[config.mk]
export PLATFORM = sky130hd
export DESIGN_NAME = fdlm_mac
export DESIGN_NICKNAME = d
export VERILOG_FILES = /design/src/rtl/core/fdlm_pkg.sv /design/src/rtl/core/fdlm_mac.sv
export SDC_FILE = /design/constraint.sdc
export NUM_CORES = 1
export LEC_CHECK = 0
export BUFFER_PORTS_ARGS = -buffer_cell sky130_fd_sc_hd__buf_4
export CAP_MARGIN = 25
export CORE_MARGIN = 2
export CORE_UTILIZATION = 55
export CTS_CLUSTER_DIAMETER = 120
export DETAILED_ROUTE_END_ITERATION = 6
export HOLD_SLACK_MARGIN = 0.03
export PLACE_DENSITY_LB_ADDON = 0.25
export SLEW_MARGIN = 20
export SYNTH_ARGS = -nofsm -noshare
export SYNTH_HDL_FRONTEND = slang
export SYNTH_SLANG_ARGS = --single-unit
[constraint.sdc]
create_clock -name aclk -period 5.65 [get_ports aclk]
set_input_delay 0.2825 -clock aclk [delete_from_list [all_inputs] [get_ports aclk]]
set_output_delay 0.2825 -clock aclk [all_outputs]
set_load 0.01 [all_outputs]
[src/rtl/core/fdlm_pkg.sv]
// ============================================================================
// fdlm_pkg
// Shared widths, constants, register codes and types of the fractional delay
// line with interpolation, smoothing and dry/wet mix.
// ============================================================================
package fdlm_pkg;

    localparam int SAMPLE_W    = 24;
    localparam int DELAY_DEPTH = 1024;
    localparam int ADDR_W      = $clog2(DELAY_DEPTH);
    localparam int FILL_W      = ADDR_W + 1;
    localparam int DELAY_W     = 10;
    localparam int FRAC_W      = 16;
    localparam int COEF_W      = 17;

    localparam int SMAX = 8388607;
    localparam int SMIN = -8388608;

    localparam logic [COEF_W-1:0] ONE_Q16  = COEF_W'(65536);
    localparam logic [COEF_W-1:0] COEF_NEW = COEF_W'(45875);
    localparam logic [COEF_W-1:0] COEF_OLD = COEF_W'(19661);

    // multiply-accumulate digit serial geometry
    localparam int DIGIT_W = 3;
    localparam int DIGITS  = 6;
    localparam int LO_W    = DIGITS * DIGIT_W;
    localparam int HI_W    = 29;
    localparam int CNT_W   = $clog2(DIGITS);
    localparam int PROD_W  = SAMPLE_W + DIGIT_W + 1;
    localparam int RND_W   = HI_W + LO_W - FRAC_W;

    // configuration port
    localparam int CFG_INDEX_W = 4;
    localparam int CFG_DATA_W  = 17;

    localparam logic [CFG_INDEX_W-1:0] CFG_DELAY_WHOLE    = CFG_INDEX_W'(0);
    localparam logic [CFG_INDEX_W-1:0] CFG_DELAY_FRACTION = CFG_INDEX_W'(1);
    localparam logic [CFG_INDEX_W-1:0] CFG_TONE_GAIN      = CFG_INDEX_W'(2);
    localparam logic [CFG_INDEX_W-1:0] CFG_MIX_AMOUNT     = CFG_INDEX_W'(3);

    localparam logic [DELAY_W-1:0] RST_DELAY_WHOLE    = DELAY_W'(1023);
    localparam logic [FRAC_W-1:0]  RST_DELAY_FRACTION = FRAC_W'(0);
    localparam logic [COEF_W-1:0]  RST_TONE_GAIN      = COEF_W'(41090);
    localparam logic [COEF_W-1:0]  RST_MIX_AMOUNT     = COEF_W'(32768);

    // one request to the shared unit: round(a*b + c*e), saturated
    typedef struct packed {
        logic signed [SAMPLE_W-1:0] a;
        logic        [COEF_W-1:0]   b;
        logic signed [SAMPLE_W-1:0] c;
        logic        [COEF_W-1:0]   e;
    } mac_op_t;

endpackage

[src/rtl/core/fdlm_mac.sv]
// ============================================================================
// fdlm_mac
// Digit serial dual multiply-accumulate: round(a*b + c*e) to Q16, saturated
// to 24 bits, three coefficient bits per cycle.
// ============================================================================
module fdlm_mac (
    input  logic                                   aclk,
    input  logic                                   aresetn,
    input  logic                                   start,
    input  fdlm_pkg::mac_op_t                      op,
    output logic                                   done,
    output logic signed [fdlm_pkg::SAMPLE_W-1:0]   result
);
    import fdlm_pkg::*;

    logic signed [SAMPLE_W-1:0] a_reg;
    logic signed [SAMPLE_W-1:0] c_reg;
    logic [LO_W-1:0]            b_reg;
    logic [LO_W-1:0]            e_reg;
    logic signed [HI_W-1:0]     hi_reg;
    logic [LO_W-1:0]            lo_reg;
    logic [CNT_W-1:0]           cnt_reg;
    logic                       busy_reg;
    logic                       done_reg;

    logic signed [PROD_W-1:0]   pa;
    logic signed [PROD_W-1:0]   pc;
    logic signed [HI_W-1:0]     hi_sum;
    logic signed [RND_W-1:0]    p_hi;
    logic signed [RND_W-1:0]    rounded;

    assign pa     = a_reg * $signed({1'b0, b_reg[DIGIT_W-1:0]});
    assign pc     = c_reg * $signed({1'b0, e_reg[DIGIT_W-1:0]});
    assign hi_sum = hi_reg + HI_W'(pa) + HI_W'(pc);

    // round to nearest, ties up: drop FRAC_W bits and add the next lower bit
    assign p_hi    = $signed({hi_reg, lo_reg[LO_W-1:FRAC_W]});
    assign rounded = p_hi + $signed({{(RND_W-1){1'b0}}, lo_reg[FRAC_W-1]});

    always_comb begin
        if (rounded > SMAX) begin
            result = SAMPLE_W'(SMAX);
        end else if (rounded < SMIN) begin
            result = SAMPLE_W'(SMIN);
        end else begin
            result = rounded[SAMPLE_W-1:0];
        end
    end

    assign done = done_reg;

    always_ff @(posedge aclk) begin
        if (!aresetn) begin
            busy_reg <= 1'b0;
            done_reg <= 1'b0;
            cnt_reg  <= '0;
        end else if (start) begin
            busy_reg <= 1'b1;
            done_reg <= 1'b0;
            cnt_reg  <= '0;
        end else if (busy_reg) begin
            cnt_reg <= cnt_reg + CNT_W'(1);
            if (cnt_reg == CNT_W'(DIGITS - 1)) begin
                busy_reg <= 1'b0;
                done_reg <= 1'b1;
            end
        end
    end

    always_ff @(posedge aclk) begin
        if (start) begin
            a_reg  <= op.a;
            c_reg  <= op.c;
            b_reg  <= LO_W'(op.b);
            e_reg  <= LO_W'(op.e);
            hi_reg <= '0;
            lo_reg <= '0;
        end else if (busy_reg) begin
            hi_reg <= hi_sum >>> DIGIT_W;
            lo_reg <= {hi_sum[DIGIT_W-1:0], lo_reg[LO_W-1:DIGIT_W]};
            b_reg  <= b_reg >> DIGIT_W;
            e_reg  <= e_reg >> DIGIT_W;
        end
    end

endmodule

Word level (Yosys, flattened, before mapping)
Index checks and enable logic that the tools add are counted.
- bits in registers: 131
- logic and storage cells: 31
- eq/ne operators: 1
- magnitude comparators: 2
- muxes and demuxes: 9
- reductions and logical operators: 3
- bitwise operators: 1
- add/sub/neg operators: 4
- multiply operators: 2
- operator list (kind ; number):
    17-bit two-way mux ; 4
    24-bit by 4-bit multiplier with 28-bit output ; 2
    24-bit two-way mux ; 2
    26-bit by 28-bit adder with 29-bit output ; 1
    28-bit by 2-bit adder with 29-bit output ; 1
    29-bit by 28-bit adder with 29-bit output ; 1
    29-bit by 24-bit greater-than comparator with 1-bit output, second input constant ; 1
    29-bit by 24-bit < comparator with 1-bit output, second input constant ; 1
    3-bit by 1-bit adder with 3-bit output, second input constant ; 1
    3-bit equality test, second input constant ; 1
    1-bit two-way mux ; 3
    2-bit AND reduction ; 1
    2-bit nonzero test ; 1
    2-bit OR reduction ; 1
    1-bit inverter ; 1

Longest topological paths before layout
Gate-level depths: netlist of the first run.
- depth in word-level cells: 4
- mapped depth: 18
- mapped depth without buffers: 17

Worst setup path after synthesis of the first run
OpenSTA, ideal clock, no wires.
- kind: register -> register
- start point: register e_reg[1]
- end point: register hi_reg[23]
- required time: 5523 ps
- path buffers: 1
- setup slack: 893 ps
- data arrival time: 4630 ps
- period minus slack after synthesis: 4757 ps
- cell stages (with the launch flop): 17
- cells stage by stage: edfxtp_1 -> clkbuf_1 -> nand2_1 -> fa_1 -> inv_1 -> fa_1 -> fa_1 -> inv_1 -> fa_1 -> inv_1 -> fa_1 -> a211oi_1 -> o21bai_1 -> o211ai_1 -> a211oi_1 -> o21a_1 -> or3_1
- cells in the longest elaborated chain, start to end: 2
- RTL lines (what ; line ; RTL):
    from (decl) ; fdlm_mac.sv:19 ; logic [LO_W-1:0] e_reg;
    from (signal assigned) ; fdlm_mac.sv:75 ; e_reg <= LO_W'(op.e);
    from (signal assigned) ; fdlm_mac.sv:82 ; e_reg <= e_reg >> DIGIT_W;
    24-bit by 4-bit multiplier with 28-bit output ; fdlm_mac.sv:33 ; assign pc = c_reg * $signed({1'b0, e_reg[DIGIT_W-1:0]});
    29-bit by 28-bit adder with 29-bit output ; fdlm_mac.sv:34 ; assign hi_sum = hi_reg + HI_W'(pa) + HI_W'(pc);
    to (signal assigned) ; fdlm_mac.sv:79 ; hi_reg <= hi_sum >>> DIGIT_W;
    to (decl) ; fdlm_mac.sv:20 ; logic signed [HI_W-1:0] hi_reg;
Every way passes these cells.
A chain may end at the register's enable or synchronous reset.

Worst setup path in the final report of the first run
- start point: register e_reg[1]
- end point: register hi_reg[14]
The elaborated chain is that of the path after synthesis.

==> results_dict.tcl, run 1 <==
set metrics [dict create \
    cpMaxStageDelayCell "edfxtp_1" \
    synth_nets 1454 \
    num_vias 8449 \
    drv_slew 0 \
    timing.slew.headroom_pct 36.1 \
    vias_per_cell 5.35 \
    cp_slowest_stage_delay_ns 0.79 \
    grt_max_degree 62 \
    antenna_found_initial 0 \
    end_kind "flop" \
    crit_chain "buf_6, nand2_1, fa_1, inv_1, fa_1, fa_1, inv_1, fa_1, inv_1, ha_1, o211ai_1, a21oi_1, o21ai_0, a211oi_1, nor3_1, o32ai_1" \
    grt_first_pass_wirelength_um 42100 \
    largest_reg_flops 26 \
    tritoncts.num_buffers 17 \
    final_cell_mix "211 x inv_1, 125 x fa_1, 114 x buf_4, 108 x and2_1, 88 x ha_1" \
    rsz0062_at_grt "no" \
    clock_latency_ns 0.42 \
    synth_cells 1156 \
    layout.nets 1593 \
    cp_top_family "adder cells" \
    ant_nets 0 \
    crit_buf_inv 4 \
    cts_root_buffer "clkbuf_16" \
    die_area_sq_um 21800 \
    fin_util_pct 66.2 \
    h-tree-depth 4 \
    mostFrequentLayoutCell "inv_1" \
    areaGrowthSynthToFinish_pct 17.9 \
    synth_edf_count 82 \
    worstPathRequired_ns 5.97 \
    hpwl_um 19400 \
    ys_warn_count 0 \
    critPathLaunchType "flop" \
    path_class "flop to flop" \
    die_x_um 148 \
    drt-initial-drc-count 475 \
    tightest_slew_ns 0.951 \
    drv_cap 0 \
    finalSetupViolations 0 \
    n_antenna_cell 0 \
    cpMostUsedCell "fa_1" \
    power_density_nw_per_um2 589 \
    p_leak_nw 6.22 \
    overflow 0 \
    min_path_type "input port to flop" \
    grt_pass1_vias 8574 \
    fin_crit_sh_pct 93.1 \
    hold_viol 0 \
    r2r-start "e_reg[1]$_DFFE_PP_" \
    clkTransAtPathRegs_ns 0.06 \
    yosys.cell_types.count 67 \
    fin_skew_ns 0.00675 \
    remaining_drc_errors 0 \
    drive_above_1_share_pct 14.8 \
    ios 110 \
    ys_seq_elements 116 \
    cts_resized 0 \
    critical_path.max_fanout 13 \
    syn_area_per_cell_sq_um 9.84 \
    startpoint "e_reg[1]$_DFFE_PP_" \
    rows 52 \
    die_h_um 148 \
    cts_tree "built" \
    tns_ns 0 \
    wl_per_cell_um 16.0 \
    irDropWorstVdd_mv 0.376 \
    grt_usage_pct 24.2 \
    ctsLongestPathBuffers 2 \
    min_from "op[73]" \
    core_sq_um 20200 \
    wl_um 25200 \
    worstPathArrival_ns 5.58 \
    status "complete, no violations" \
    fmax_mhz 190 \
    gp_congestion 0.943 \
    finalCriticalPeriod_ns 5.26 \
    io_buffers 109 \
    synthArstFlopShare_pct 0 \
    synth_seq_area_share_pct 27.6 \
    clock_sinks 116 \
    netlist_area_sq_um 11400 \
    nFillCells 1594 \
    initial_core_util_pct 56.2 \
    first_pass_iters 5 \
    synthFlopType "edfxtp_1" \
]
per-layer routing:
layer	wire length, um	track usage (%)
met3	1680	4.78
met4	316	4.81
met2	11700	39.3
met5	0	0
met1	11500	34.3
kinds of logic after synthesis:
group           share of synthesized area [%]
compound gates                           10.2
xor+xnor                                 3.07
fa+ha+maj                                31.7
buf+inv                                  8.58
flops                                    27.6
mux                                      3.57
simple gates                             15.2
metrics by stage:
step / area (sq um) / std cells / hold slack, ns / power, mW / setup WS [ns]
after floorplan: 11400 / 1156 / 0.381 / 5.40 / 0.893
after global placement: 12400 / 1499 / 0.460 / 6.69 / 0.442
after detailed placement: 12400 / 1499 / 0.462 / 6.76 / 0.348
after CTS: 13400 / 1576 / 0.0307 / 7.87 / 0.269
after global routing: 13400 / 1578 / 0.0315 / 8.73 / 0.153
final: 13400 / 1578 / 0.0510 / 7.89 / 0.388
area by class of cell:
class,count,area [sq um],share of cell area [%]
Clock inverter,15,123,0.915
Multi-Input combinational cell,787,7250,54.1
Sequential cell,116,3140,23.5
Clock buffer,17,425,3.17
Tap cell,270,338,2.52
Timing Repair Buffer,161,1330,9.90
Inverter,212,796,5.94
final timing paths:
check,slack (ns),depth (start not counted),to
worst max-delay path,0.39,16,hi_reg[14]$_SDFFE_PP0P_
worst min-delay path,0.05,1,a_reg[15]$_DFFE_PP_
worst max register to register,0.39,16,hi_reg[14]$_SDFFE_PP0P_
worst min register to register,0.50,2,cnt_reg[1]$_SDFFE_PP0P_
cell usage after synthesis, drive strengths merged (6+ instances only):
cell type | number | area share [%]
a211oi | 19 | 1.3
nand4 | 14 | 0.96
o21ai | 40 | 1.8
nor4 | 8 | 0.89
mux2i | 9 | 0.79
fa | 125 | 22
mux2 | 28 | 2.8
a21oi | 71 | 3.3
and2 | 108 | 5.9
edfxtp | 82 | 22
nand2 | 86 | 2.8
inv | 212 | 7.0
ha | 88 | 9.7
a21o | 9 | 0.59
clkbuf | 32 | 1.1
nand3 | 17 | 0.86
nor3 | 16 | 0.90
dfxtp | 34 | 6.0
buf | 9 | 0.48
xnor2 | 34 | 2.6
nor2 | 40 | 1.3
o21a | 6 | 0.40
report_power, final:
| group | total (mW) | internal, mW | switching [mW] |
|---|---|---|---|
| logic | 5.68 | 2.31 | 3.37 |
| registers | 1.19 | 1.04 | 0.147 |
| clock network | 1.02 | 0.571 | 0.451 |
worst reg2reg max path, stage by stage, from the launching register on:
cell	delay, ns
edfxtp_1	0.79
buf_6	0.28
nand2_1	0.10
fa_1	0.51
inv_1	0.06
fa_1	0.46
fa_1	0.50
inv_1	0.06
fa_1	0.53
inv_1	0.04
ha_1	0.35
o211ai_1	0.16
a21oi_1	0.19
o21ai_0	0.19
a211oi_1	0.58
nor3_1	0.09
o32ai_1	0.27
timing repair:
item / CTS / global route
setup buffers: 0 / 1
setup endpoints to repair: 0 / 4
hold buffers: 45 / 1
endpoints found under the hold margin: 45 / 1
Note: power is estimated with default switching activity, not from simulation.
==> run 2: changes to the inputs <==
- ABC_AREA: unset -> 1
==> run 2 against run 1 <==
- power up 10%
- clock skew rose by 0.0034 ns
- global-route usage rose by 3.3 points
- sequential share of layout area fell by 0.91 points
- sequential power is essentially flat
- non-clock buffer count increased by 5
- cell area up 4.0%
- first-iteration DRC count rose by 6.5%
- setup slack better by 0.086 ns
- die area grew 3.5%
- count of clock-buffer cells in the layout unchanged
- critical endpoint is now hi_reg[16]$_SDFFE_PP0P_
- largest cell class unchanged
- largest power group unchanged
- highest routed layer unchanged
==> results_dict.tcl, run 2 <==
set metrics [dict create \
    status "complete, no violations" \
    vias_per_cell 4.93 \
    rsz0062_at_grt "no" \
    irDropWorstVdd_mv 0.333 \
    finalSetupViolations 0 \
    fmax_mhz 193 \
    initial_core_util_pct 56.0 \
    ys_seq_elements 116 \
    syn_area_per_cell_sq_um 7.75 \
    remaining_drc_errors 0 \
    n_antenna_cell 0 \
    rows 53 \
    ys_warn_count 0 \
    final_cell_mix "477 x nand2_1, 397 x inv_1, 125 x fa_1, 119 x buf_4, 88 x ha_1" \
    h-tree-depth 4 \
    wl_um 29200 \
    synthAdderAreaFrac_pct 30.6 \
    drive_above_1_share_pct 10.3 \
    largest_reg_flops 26 \
    synthArstFlopShare_pct 0 \
    grt_first_pass_wirelength_um 47700 \
    worstPathRequired_ns 5.97 \
    clkTransAtPathRegs_ns 0.06 \
    wl_per_cell_um 14.9 \
    synth_largest_area_cell "fa_1" \
    synth-simple-area-share_pct 21.8 \
    end_kind "flop" \
    cts_tree "built" \
    mostFrequentLayoutCell "nand2_1" \
    tns_ns 0 \
    timing.slew.headroom_pct 38.5 \
    fin_crit_sh_pct 91.6 \
    synth_top_family_by_area "adder cells" \
    yosys.cell_types.count 38 \
    cts_resized 0 \
    yosysTopAreaCellShare_pct 21.2 \
    areaGrowthSynthToFinish_pct 18.4 \
    critPathLaunchType "flop" \
    yosysMostFrequentCell "nand2_1" \
    synth_xor_area_share_pct 2.16 \
    synthFlopType "edfxtp_1" \
    drv_cap 0 \
    overflow 0 \
    synth_nets 1818 \
    critical_path.max_fanout 13 \
    min_path_type "input port to flop" \
    hpwl_um 22800 \
    clock_latency_ns 0.43 \
    io_buffers 109 \
    gp_congestion 0.949 \
    cts_root_buffer "clkbuf_16" \
    synth_commonest_cells "477 x nand2_1, 397 x inv_1, 125 x fa_1" \
    synth_seq_area_share_pct 26.7 \
    drt-initial-drc-count 506 \
    synth.area.mux_share_pct 0 \
    synth_cells 1520 \
    hold_viol 0 \
    die_area_sq_um 22600 \
    netlist_area_sq_um 11800 \
    synth_compound_area_share_pct 4.71 \
    grt_use_met1_pct 35.2 \
    tritoncts.num_buffers 17 \
    ctsLongestPathBuffers 2 \
    die_h_um 150 \
    grt_max_degree 80 \
    core_sq_um 21000 \
    first_pass_iters 5 \
    met2_usage_pct 48.3 \
    met3_usage_pct 3.55 \
    num_vias 9668 \
    path_class "flop to flop" \
    antenna_found_initial 0 \
    tightest_slew_ns 0.922 \
    ant_nets 0 \
    ios 110 \
    worstPathArrival_ns 5.49 \
    die_x_um 150 \
    clock_sinks 116 \
    synth_area_leaders "fa_1 21%, edfxtp_1 21%, nand2_1 15%, inv_1 13%, ha_1 9.3%" \
    p_leak_nw 7.87 \
    grt_usage_pct 27.5 \
    power_density_nw_per_um2 625 \
    layout.nets 1972 \
    grt-busiest-layer "met2" \
    drv_slew 0 \
    fin_skew_ns 0.0102 \
    grt_pass1_vias 9854 \
    finalCriticalPeriod_ns 5.18 \
    synth_edf_count 82 \
    power_mw 8.71 \
]
run 2: changes by cell type after synthesis, sizes merged, moves of 9 or more:
cell	change
nor3	-10
xor2	+21
nand2	+396
a21oi	-20
nor2	+42
xnor2	-31
a211oi	-18
mux2	-28
and2	-106
nand3	+32
inv	+187
o21ai	-13
mux2i	-9
run 2: cells by family (layout without fill, tap and decap cells):
| logic type | Yosys count | after routing |
|---|---|---|
| AO/OA/AOI/OAI | 98 | 98 |
| buffers and inverters | 431 | 598 |
| XOR/XNOR | 29 | 29 |
| flip-flops | 116 | 116 |
| AND/OR/NAND/NOR | 633 | 633 |
| adder cells (fa/ha/maj) | 213 | 213 |
run 2: layout make-up:
class / instances / area, sq um
repair buffers: 166 / 1390
multi-input cells: 973 / 6980
inverters: 400 / 1500
clock buffers: 17 / 425
flip-flops and latches: 116 / 3140
clock inverters: 15 / 155
well taps: 275 / 344
fillers: 1823 / 7080
run 2: report_power, final:
part           internal (mW)  switching, mW  total [mW]
combinational           2.34           4.09        6.43
clock                  0.588          0.487        1.08
sequential              1.06          0.150        1.21
total                   3.99           4.73        8.71
run 2: timing repair:
item,in CTS,in global routing
hold buffers,41,4
buffers inserted,0,0
hold endpoints to repair,41,4
run 2: final timing paths:
path	start	to	slack (ns)	cells past startpoint
worst min register to register	done$_SDFFE_PP0P_	done$_SDFFE_PP0P_	0.49	2
worst max-delay path	e_reg[1]$_DFFE_PP_	hi_reg[16]$_SDFFE_PP0P_	0.47	19
worst max register to register	e_reg[1]$_DFFE_PP_	hi_reg[16]$_SDFFE_PP0P_	0.47	19
worst min-delay path	op[62]	a_reg[4]$_DFFE_PP_	0.04	1
run 2: per-stage QoR:
stage	worst slack (ns)	instances	cell area [sq um]	hold WS [ns]	util (%)
2_1_floorplan	1.38	1520	11800	0.381	-
3_3_place_gp	0.662	1884	12900	0.460	61.3
3_5_place_dp	0.552	1884	12900	0.462	61.3
4_1_cts	0.512	1957	13900	0.0314	66.0
5_1_grt	0.288	1962	13900	0.0301	66.3
6_report	0.474	1962	13900	0.0379	66.3
run 2: metal layers:
layer	part of all wire [%]	wire length, um	vias up
met5	0	0	-
met4	2.4	714	0
met3	3.6	1060	46
met2	50	14700	204
met1	44	12700	4584
li1	-	-	4834
run 2: worst max-delay path: stages (launching register included):
cell and delay, ns:
edfxtp_1 0.73, buf_4 0.33, nand2_1 0.10, fa_1 0.51
inv_1 0.05, fa_1 0.47, fa_1 0.49, inv_1 0.05
fa_1 0.53, inv_1 0.04, ha_1 0.40, nand2_1 0.14
nor2_1 0.29, inv_1 0.08, nor2_1 0.25, nand4_1 0.14
nand3_1 0.14, o21ai_0 0.07, o21ai_0 0.19, inv_1 0.05
==> run 3: changes to the inputs <==
- clock period: 5.65 -> 4.8 ns (I/O delays scaled with it)
==> run 3 against run 2 <==
- via count rose by 2.7%
- clock skew is 0.0015 ns lower
- setup slack worse by 0.19 ns
- maximum frequency rose by 15%
- critical path type unchanged
- clock power up 18%
- sequential share of layout area decreased by 0.80 points
- power up 33%
==> results_dict.tcl, run 3 (synthesis gave the netlist of run 2 again) <==
set metrics [dict create \
    antenna_found_initial 0 \
    timing.slew.headroom_pct 55.4 \
    cts_root_buffer "clkbuf_16" \
    wl_per_cell_um 15.0 \
    startpoint "e_reg[1]$_DFFE_PP_" \
    grt_first_pass_wirelength_um 49700 \
    min_path_type "input port to flop" \
    timing.hold.ws_ns 0.0675 \
    path_class "flop to flop" \
    core_sq_um 21000 \
    hold_viol 0 \
    wl_um 30200 \
    grt_usage_pct 28.4 \
    grt_max_degree 56 \
    tightest_slew_ns 0.670 \
    remaining_drc_errors 0 \
    clkTransAtPathRegs_ns 0.07 \
    grt_pass1_vias 10396 \
    fin_crit_sh_pct 94.1 \
    placed_cells 1940 \
    power_density_nw_per_um2 804 \
    fin_skew_ns 0.00867 \
    power_mw 11.6 \
    end_kind "flop" \
    areaGrowthSynthToFinish_pct 22.8 \
    ios 110 \
    die_x_um 150 \
    grt-busiest-layer "met2" \
    die_area_sq_um 22600 \
    worstPathArrival_ns 4.84 \
    cts_tree "built" \
    num_vias 9928 \
    ff2ff_path_depth 21 \
    n_antenna_cell 0 \
    regToRegEndpoint "hi_reg[15]$_SDFFE_PP0P_" \
    clock_sinks 116 \
    r2r-start "e_reg[1]$_DFFE_PP_" \
    finalSetupViolations 0 \
    critPathLaunchType "flop" \
    rsz0062_at_grt "no" \
    met2_usage_pct 52.0 \
    clock_latency_ns 0.42 \
    overflow 0 \
    drv_slew 0 \
    vias_per_cell 4.91 \
    worstSetupEndpoint "hi_reg[15]$_SDFFE_PP0P_" \
    fmax_mhz 221 \
    grt_use_met1_pct 34.8 \
    met3_usage_pct 3.39 \
    critical_path.max_fanout 24 \
    min_from "op[16]" \
    io_buffers 109 \
    tns_ns 0 \
    final_cell_mix "477 x nand2_1, 397 x inv_1, 169 x buf_4, 125 x fa_1, 88 x ha_1" \
    nFillCells 1725 \
    initial_core_util_pct 56.0 \
    h-tree-depth 4 \
    ctsLongestPathBuffers 2 \
    irDropWorstVdd_mv 0.415 \
    rows 53 \
    largest_reg_flops 26 \
    status "complete, no violations" \
    finalCriticalPeriod_ns 4.52 \
    hpwl_um 23600 \
    drv_cap 0 \
    first_pass_iters 5 \
    ant_nets 0 \
    drt-initial-drc-count 511 \
    fin_cells 2021 \
    regToRegSetupSlack_ns 0.28 \
    tritoncts.num_buffers 17 \
    layout.nets 2031 \
    gp_congestion 0.906 \
    mostFrequentLayoutCell "nand2_1" \
    drive_above_1_share_pct 13.2 \
    worstPathRequired_ns 5.12 \
    die_h_um 150 \
    p_leak_nw 8.18 \
]
run 3: critical path: stages, from the launching register on:
cell	delay, ns
edfxtp_1	0.38
buf_12	0.20
nand2_1	0.09
fa_1	0.51
inv_1	0.05
fa_1	0.46
fa_1	0.50
inv_1	0.06
fa_1	0.53
inv_1	0.07
fa_1	0.44
nand2_1	0.11
nand3_1	0.08
nand2_1	0.12
inv_1	0.09
nand2_1	0.06
nand2_1	0.15
nand2_1	0.13
a21oi_1	0.07
o21ai_0	0.16
buf_4	0.13
inv_1	0.03
run 3: power by group:
part / switching, mW / total (mW) / internal, mW
Sequential: 0.163 / 1.40 / 1.24
Combinational: 5.20 / 8.96 / 3.76
Clock: 0.577 / 1.27 / 0.694
Total: 5.94 / 11.6 / 5.69
run 3: final cells by class:
type	count	area [sq um]	area share, %
clock buffer	17	425	2.94
clock inverter	15	153	1.06
multi-input combinational	973	6990	48.3
inverter	400	1500	10.4
timing repair buffer	225	1900	13.2
sequential	116	3140	21.7
tap	275	344	2.38
run 3: layer usage:
layer | vias to the layer above | wire [um]
met5 | - | 0
met3 | 46 | 1210
li1 | 4952 | -
met2 | 219 | 15700
met4 | 0 | 672
met1 | 4711 | 12600
run 3: worst min path at each step:
stage	endpoint	slack, ns	depth (start not counted)
after global placement	a_reg[18]$_DFFE_PP_	0.42	1
after detailed placement	c_reg[22]$_DFFE_PP_	0.42	1
after floorplan	a_reg[0]$_DFFE_PP_	0.34	0
after CTS	b_reg[14]$_SDFFCE_PN0P_	0.05	3
after global routing	e_reg[16]$_SDFFCE_PN0P_	0.07	3
final	e_reg[16]$_SDFFCE_PN0P_	0.07	3
run 3: repair_timing:
action,in CTS,in global routing
buffers inserted,0,0
endpoints found under the hold margin,48,0
hold buffers,48,0
resized for setup,0,2
setup endpoints to repair,0,2
run 3: stage by stage:
step	instance area, sq um	setup slack [ns]	util [%]
6_report	14500	0.282	68.8
5_1_grt	14500	0.00312	68.8
4_1_cts	14400	0.272	68.7
3_5_place_dp	13400	0.290	63.7
3_3_place_gp	13400	0.340	63.7
2_1_floorplan	11800	0.530	-
